File: config.mk
export PLATFORM = sky130hd
export DESIGN_NAME = ptlp_ctrl
export DESIGN_NICKNAME = d
export VERILOG_FILES = /design/src/hw/rtl/ptlp_pkg.sv /design/src/hw/rtl/ptlp_ctrl.sv
export VERILOG_INCLUDE_DIRS = /design/src /design/src/hw/rtl
export SDC_FILE = /design/constraint.sdc
export NUM_CORES = 1
export LEC_CHECK = 0
export BUFFER_PORTS_ARGS = -buffer_cell sky130_fd_sc_hd__buf_2
export CAP_MARGIN = 20
export CORE_MARGIN = 5
export CORE_UTILIZATION = 40
export CTS_BUF_LIST = sky130_fd_sc_hd__clkbuf_2
export CTS_CLUSTER_SIZE = 24
export DETAILED_ROUTE_END_ITERATION = 10
export GPL_ROUTABILITY_DRIVEN = 1
export GPL_TIMING_DRIVEN = 0
export HOLD_SLACK_MARGIN = 0.02
export PLACE_DENSITY = 0.71
export SYNTH_ARGS = -nofsm -noshare
export SYNTH_HDL_FRONTEND = slang
export SYNTH_SLANG_ARGS = --single-unit
File: constraint.sdc
create_clock -name clk_i -period 3.55 [get_ports clk_i]
set_clock_uncertainty 0.1 [all_clocks]
set_input_delay 0.1775 -clock clk_i [delete_from_list [all_inputs] [get_ports clk_i]]
set_output_delay 0.1775 -clock clk_i [all_outputs]
set_load 0.03 [all_outputs]
File: src/hw/rtl/assert_macros.svh
// Assertion macros shared by the process table RTL.
// Needs clk_i and rst_ni in the scope where a macro is used.
`ifndef ASSERT_MACROS_SVH
`define ASSERT_MACROS_SVH
`ifndef SYNTHESIS
`define PT_ASSERT(lbl, prop, msg) \
  lbl: assert property (@(posedge clk_i) disable iff (!rst_ni) (prop)) else $error(msg);
`define PT_ASSERT_IMP(lbl, ante, cons, msg) \
  lbl: assert property (@(posedge clk_i) disable iff (!rst_ni) (ante) |-> (cons)) \
    else $error(msg);
`else
`define PT_ASSERT(lbl, prop, msg)
`define PT_ASSERT_IMP(lbl, ante, cons, msg)
`endif
`endif

File: src/hw/rtl/ptlp_pkg.sv
// Package for the process table: item types, codes and controller/datapath structs.
// No dependencies.
package ptlp_pkg;

  localparam int PID_W  = 23;
  localparam int UID_W  = 32;
  localparam int CMD_W  = 3;
  localparam int STAT_W = 3;
  localparam int SLOT_W = 10;
  localparam int OCC_W  = 11;

  localparam logic [CMD_W-1:0] CMD_LOOKUP = 3'd0;
  localparam logic [CMD_W-1:0] CMD_EXEC   = 3'd1;
  localparam logic [CMD_W-1:0] CMD_FORK   = 3'd2;
  localparam logic [CMD_W-1:0] CMD_REMOVE = 3'd3;
  localparam logic [CMD_W-1:0] CMD_MARK   = 3'd4;
  localparam logic [CMD_W-1:0] CMD_CLEAR  = 3'd5;

  localparam logic [STAT_W-1:0] STATUS_FOUND    = 3'd0;
  localparam logic [STAT_W-1:0] STATUS_INSERTED = 3'd1;
  localparam logic [STAT_W-1:0] STATUS_NOTFOUND = 3'd2;
  localparam logic [STAT_W-1:0] STATUS_FULL     = 3'd3;
  localparam logic [STAT_W-1:0] STATUS_INVALID  = 3'd4;

  localparam logic [1:0] SLOT_EMPTY = 2'd0;
  localparam logic [1:0] SLOT_OCC   = 2'd1;
  localparam logic [1:0] SLOT_TOMB  = 2'd2;

  typedef enum logic [2:0] {
    RK_REC, RK_CLEAR, RK_NOTFOUND, RK_FULL, RK_INVALID
  } resp_kind_e;

  typedef struct packed {
    logic [CMD_W-1:0] command;
    logic [PID_W-1:0] proc_id;
    logic [PID_W-1:0] child_id;
    logic [PID_W-1:0] parent_id;
    logic [UID_W-1:0] user_id;
  } in_item_t;

  typedef struct packed {
    logic [STAT_W-1:0] status;
    logic [SLOT_W-1:0] slot;
    logic [PID_W-1:0]  rec_pid;
    logic [PID_W-1:0]  rec_ppid;
    logic [UID_W-1:0]  rec_uid;
    logic              exec_flag;
    logic              protected_flag;
    logic              inherited_flag;
    logic              group_code;
    logic [OCC_W-1:0]  occupied;
  } out_item_t;

  typedef struct packed {
    logic [PID_W-1:0] pid;
    logic [PID_W-1:0] ppid;
    logic [UID_W-1:0] uid;
    logic             exec_flag;
    logic             prot;
    logic             inh;
    logic             grp;
  } record_t;

  typedef struct packed {
    logic [1:0] state;
    record_t    rec;
  } entry_t;

  typedef struct packed {
    logic       load;
    logic       clr_init;
    logic       clr_step;
    logic       hash_init;
    logic       key_child;
    logic       hash_step;
    logic       probe_init;
    logic       rd_en;
    logic       advance;
    logic       note_parent;
    logic       found_at;
    logic       place;
    logic       wr_en;
    logic       cnt_clear;
    logic       cnt_inc;
    logic       resp_load;
    resp_kind_e resp_kind;
  } ctrl_cmd_t;

  typedef struct packed {
    logic [CMD_W-1:0] command;
    logic             invalid;
    logic             clr_last;
    logic             hash_done;
    logic             slot_empty;
    logic             slot_tomb;
    logic             slot_hit;
    logic             probe_last;
    logic             have_tomb;
    logic             cnt_full;
    logic             out_free;
  } dp_stat_t;

endpackage

File: src/hw/rtl/ptlp_ctrl.sv
// Process table controller: sequences clear sweep, hash, probe, claim, write and result steps.
// Uses ptlp_pkg; drives ptlp_datapath through ctrl_cmd_t.
`include "assert_macros.svh"
module ptlp_ctrl (
  input  logic                clk_i,
  input  logic                rst_ni,
  input  logic                in_valid_i,
  output logic                in_ready_o,
  input  ptlp_pkg::dp_stat_t  stat_i,
  output ptlp_pkg::ctrl_cmd_t cmd_o
);
  import ptlp_pkg::*;

  localparam logic [3:0] S_INIT   = 4'd0;
  localparam logic [3:0] S_IDLE   = 4'd1;
  localparam logic [3:0] S_DECODE = 4'd2;
  localparam logic [3:0] S_CLR    = 4'd3;
  localparam logic [3:0] S_HASH   = 4'd4;
  localparam logic [3:0] S_RD     = 4'd5;
  localparam logic [3:0] S_CHK    = 4'd6;
  localparam logic [3:0] S_CLAIM  = 4'd7;
  localparam logic [3:0] S_WR     = 4'd8;
  localparam logic [3:0] S_RESP   = 4'd9;

  logic [3:0] state_q, state_d;
  logic       phase_q, phase_d;
  resp_kind_e kind_q, kind_d;
  logic       upsert;

  assign in_ready_o = (state_q == S_IDLE);
  assign upsert = (stat_i.command == CMD_EXEC) || ((stat_i.command == CMD_FORK) && phase_q);

  always_comb begin
    cmd_o   = '0;
    state_d = state_q;
    phase_d = phase_q;
    kind_d  = kind_q;
    cmd_o.resp_kind = kind_q;
    unique case (state_q)
      S_INIT: begin
        cmd_o.clr_step = 1'b1;
        if (stat_i.clr_last) state_d = S_IDLE;
      end
      S_IDLE: begin
        if (in_valid_i) begin
          cmd_o.load = 1'b1;
          state_d = S_DECODE;
        end
      end
      S_DECODE: begin
        phase_d = 1'b0;
        if (stat_i.command == CMD_CLEAR) begin
          cmd_o.cnt_clear = 1'b1;
          cmd_o.clr_init  = 1'b1;
          state_d = S_CLR;
        end else if (stat_i.command > CMD_CLEAR) begin
          kind_d = RK_NOTFOUND; state_d = S_RESP;
        end else if (stat_i.invalid) begin
          kind_d = RK_INVALID; state_d = S_RESP;
        end else begin
          cmd_o.hash_init = 1'b1;
          state_d = S_HASH;
        end
      end
      S_CLR: begin
        cmd_o.clr_step = 1'b1;
        if (stat_i.clr_last) begin
          kind_d = RK_CLEAR; state_d = S_RESP;
        end
      end
      S_HASH: begin
        if (stat_i.hash_done) begin
          cmd_o.probe_init = 1'b1;
          state_d = S_RD;
        end else begin
          cmd_o.hash_step = 1'b1;
        end
      end
      S_RD: begin
        cmd_o.rd_en = 1'b1;
        state_d = S_CHK;
      end
      S_CHK: begin
        if (upsert) begin
          if (stat_i.slot_hit) begin
            cmd_o.found_at = 1'b1; state_d = S_WR;
          end else if (stat_i.slot_empty) begin
            cmd_o.place = 1'b1; state_d = S_CLAIM;
          end else if (stat_i.probe_last) begin
            if (stat_i.have_tomb || stat_i.slot_tomb) begin
              cmd_o.place = 1'b1; state_d = S_CLAIM;
            end else begin
              kind_d = RK_FULL; state_d = S_RESP;
            end
          end else begin
            cmd_o.advance = 1'b1; state_d = S_RD;
          end
        end else if (stat_i.slot_hit || stat_i.slot_empty || stat_i.probe_last) begin
          if (stat_i.command == CMD_FORK) begin
            cmd_o.note_parent = 1'b1;
            cmd_o.hash_init   = 1'b1;
            cmd_o.key_child   = 1'b1;
            phase_d = 1'b1;
            state_d = S_HASH;
          end else if (!stat_i.slot_hit) begin
            kind_d = RK_NOTFOUND; state_d = S_RESP;
          end else begin
            cmd_o.found_at = 1'b1;
            if (stat_i.command == CMD_LOOKUP) begin
              kind_d = RK_REC; state_d = S_RESP;
            end else begin
              state_d = S_WR;
            end
          end
        end else begin
          cmd_o.advance = 1'b1; state_d = S_RD;
        end
      end
      S_CLAIM: begin
        if (stat_i.cnt_full) begin
          kind_d = RK_FULL; state_d = S_RESP;
        end else begin
          cmd_o.cnt_inc = 1'b1; state_d = S_WR;
        end
      end
      S_WR: begin
        cmd_o.wr_en = 1'b1;
        kind_d = RK_REC;
        state_d = S_RESP;
      end
      S_RESP: begin
        if (stat_i.out_free) begin
          cmd_o.resp_load = 1'b1;
          state_d = S_IDLE;
        end
      end
      default: state_d = S_IDLE;
    endcase
  end

  always_ff @(posedge clk_i or negedge rst_ni) begin
    if (!rst_ni) begin
      state_q <= S_INIT;
      phase_q <= 1'b0;
      kind_q  <= RK_NOTFOUND;
    end else begin
      state_q <= state_d;
      phase_q <= phase_d;
      kind_q  <= kind_d;
    end
  end

  `PT_ASSERT_IMP(a_chk_after_rd, state_q == S_CHK, $past(cmd_o.rd_en), "check without read")
  `PT_ASSERT_IMP(a_wr_has_slot, cmd_o.wr_en, $past(cmd_o.found_at) || $past(cmd_o.cnt_inc), "write without slot")
  `PT_ASSERT_IMP(a_load_idle, cmd_o.load, in_ready_o && in_valid_i, "item loaded outside accept")
endmodule

==> out/qor.log <==
[status] outcome complete, no violations
[sta] worst-case setup margin in the final layout 1.30 ns
[floorplanning] initial cell density of the core 0.414
[route] drt wl/cell 13.8 µm
[route] drt via density 5.65
[setup_path] worst reg2reg endpoint kind_q[2]
[cts] number of H-tree levels 1
[sta] final count of negative-setup-slack endpoints 0
[route] DRC violation count after routing 0
[yosys] EDFF count, synth 0
[route] DR vias 1063
[grt] antenna violations before repair 0
[route] Final ANT Viol Nets 0
[placed_design] number of input and output port buffers inserted 34
[layout] number of inserted diodes 0
[yosys] number of register bits inferred by synthesis 8
[placed_design] setup slack at placement 1.56 ns
[route] drt initial violations 40
[cts] post-CTS setup buffer count 0
[pwr] static leakage power 0.524 nW
[cts] Clock Root Buffer sky130_fd_sc_hd__clkbuf_2
[pwr] Max VDD drop 0.369 mV
[min_path] number of cells traversed by the worst hold path 2
[layout] register area 201 µm²
[setup_path] worst reg-to-reg setup slack 1.60 ns
[yosys] most repeated cell in the gate-level netlist after synthesis sky130_fd_sc_hd__nor2_1
[cts] clock latency of the later-clocked register in the worst-skew pair 0.24 ns
[layout] utilization after layout 0.521
[placed_design] placed wire-length estimate after detailed placement 2050 µm
[yosys] commonest cells in the synthesized netlist 15 x sky130_fd_sc_hd__nor2_1, 11 x sky130_fd_sc_hd__nand2b_1, 9 x sky130_fd_sc_hd__a21oi_1
[setup_path] path depth of the worst reg2reg path 6
[floorplanning] Die Area 3320 µm²
[floorplanning] Ports 36
[layout] Layout fillers 217
[placed_design] final estimated routing congestion in global placement 0.902
[yosys] post-synthesis cell type with the largest combined area sky130_fd_sc_hd__dfrtp_1
[cts] CTS resizes 0
[setup_path] type of the worst setup path flop to primary output
[grt] first-pass GRT wire length 4350 µm
[yosys] yosys synthesis warning count 0
[setup_path] required arrival time at the worst endpoint 3.27 ns
[sta] Slew Limit Fails 0
[cts] number of buffers created by CTS 3
[setup_path] type of element launching the critical path flop
[pwr] power per cell area 675 nW/µm²
[layout] synthesis-to-finish area growth 25.9%
[layout] area of the multi-input gates 631 µm²
[yosys] Distinct cells, synth 46
[floorplanning] Placement Rows 17
[sta] clock period minus final worst setup slack 2.25 ns
[yosys] mean instance size in the synthesized netlist 7.50 µm²
[min_path] HP Class primary input to flop
[grt] global route overflow 0
[yosys] fraction of registers with async set or reset after synthesis 1.00
[grt] pin count of the biggest net entering global routing 11
[job] number of max-cap violations 0
[route] final wirelength 2590 µm
[floorplanning] area of the placeable core 2190 µm²
[sta] Min Hold Slack 0.109 ns
[yosys] netlist area before placement 907 µm²
[grt] total global routing track utilization 0.161
[layout] nets@finish 177
[cts] number of buffers inserted by hold repair at cts 1
[cts] TritonCTS clock tree done
[layout] share of post-route cells with drive strength above 1 0.313
[yosys] Post-Syn Nets 137
[yosys] synth top area cells sky130_fd_sc_hd__dfrtp_1 19%, sky130_fd_sc_hd__nand2b_1 7.6%, sky130_fd_sc_hd__nor2_1 6.2%, sky130_fd_sc_hd__a21oi_1 5.0%, sky130_fd_sc_hd__nor3_1 4.4%
[setup_path] category of the worst setup path capture point primary output
[sta] final clock period utilization by the worst path 0.634
[sta] unrepaired setup endpoints after global routing no
[cts] buffers from clock root to sink, at most 2
[sta] endpoints failing hold 0
[min_path] Worst Min Path Start stat_i[8]
[min_path] worst-case hold path end point state_q[1]
[sta] highest achievable clock rate 0.444 GHz
[floorplanning] die span in y 57.6 µm
[route] number of iterations in the first detailed-routing pass 4
[cts] TritonCTS sink count 8
[sta] Max-slew headroom 0.722
[grt] vias in the first global route 1015
[yosys] sequential cell area fraction in the yosys report 0.222
[sta] Least-Margin Pin Slew 0.414 ns
[setup_path] startpoint of the most critical register-to-register path state_q[3]
[setup_path] worst endpoint data arrival time 1.97 ns
[cts] Clock Pin Slew Worst Setup and Hold Paths 0.08 ns
[yosys] Post-Synthesis Cells 121
[yosys] most common flop cell mapped by yosys sky130_fd_sc_hd__dfrtp_1
[floorplanning] Horiz. Die Dim 57.6 µm
[yosys] top-area cell type share of the netlist area 0.193
[sta] setup_tns 0 ns
[setup_path] maximum fanout along the worst path 8
[state kept, by name, summed over array words and instances, names as in the netlist]
register,cells
kind_q,3
phase_q,1
state_q,4
[worst max path at each step]
| stage | start | endpoint | cells after the start |
|---|---|---|---|
| global placement | state_q[0] | cmd_o[7] | 4 |
| CTS | state_q[0] | cmd_o[15] | 5 |
| detailed placement | state_q[0] | cmd_o[15] | 5 |
| finish | state_q[0] | cmd_o[15] | 5 |
| global route | state_q[0] | cmd_o[15] | 5 |
| floorplan | phase_q | cmd_o[15] | 3 |
[worst max-delay path, stage by stage, from the launching register on]
cell and delay [ns]:
sky130_fd_sc_hd__dfrtp_1 0.37, sky130_fd_sc_hd__clkbuf_1 0.19, sky130_fd_sc_hd__nand4bb_1 0.38, sky130_fd_sc_hd__nor3_1 0.41
sky130_fd_sc_hd__o21bai_1 0.17, sky130_fd_sc_hd__buf_2 0.21
[per-layer routing]
| metal | global-route usage | vias up | share of wire |
|---|---|---|---|
| met2 | 0.265 | 39 | 0.50 |
| met4 | 0.0629 | 0 | 0 |
| met3 | 0.0156 | 0 | 0.061 |
| met5 | 0 | - | 0 |
| met1 | 0.216 | 504 | 0.43 |
| li1 | - | 520 | - |
[per-stage QoR]
step | cell area (µm²) | std cells | power [mW]
floorplan | 907 | 121 | 0.574
global placement | 1110 | 183 | 0.700
detailed placement | 1110 | 183 | 0.706
CTS | 1140 | 188 | 0.770
global route | 1140 | 188 | 0.835
finish | 1140 | 188 | 0.771
[cell families (layout without fill, tap and decap cells)]
family          Yosys count  after routing  share of synthesized area
mux                       5              5                     0.0593
flops                     8              8                      0.222
compound gates           37             37                      0.288
simple gates             56             56                      0.338
xor+xnor                  1              1                    0.00966
buf+inv                  14             53                     0.0827
[cells in the final DEF (no fill, tap or decap), drive strengths merged, types with 2 or more instances in the layout]
| master | count |
|---|---|
| nor4 | 2 |
| o32ai | 2 |
| a21oi | 9 |
| clkbuf | 10 |
| dfrtp | 7 |
| nor2b | 2 |
| a31oi | 3 |
| o21ai | 4 |
| or3 | 2 |
| mux2i | 2 |
| buf | 38 |
| inv | 4 |
| o22ai | 3 |
| or2 | 3 |
| mux2 | 3 |
| nor2 | 15 |
| nand2b | 11 |
| nand2 | 6 |
| o21bai | 2 |
| nor3 | 8 |
[where the power goes]
group / leakage [nW] / total [mW] / switching [mW] / internal (mW)
Clock: 0.0166 / 0.0604 / 0.0305 / 0.0299
Sequential: 0.100 / 0.146 / 0.0180 / 0.128
Combinational: 0.408 / 0.565 / 0.352 / 0.213
Total: 0.524 / 0.771 / 0.400 / 0.371
[area by class of cell]
cell class                 count  share of cell area
buffer                        10              0.0526
clock buffer                   4              0.0175
inverter                       4              0.0131
multi-input combinational     99               0.552
sequential                     8               0.176
tap                           28              0.0307
timing repair buffer          35               0.158
(Power assumes the default switching activity.)
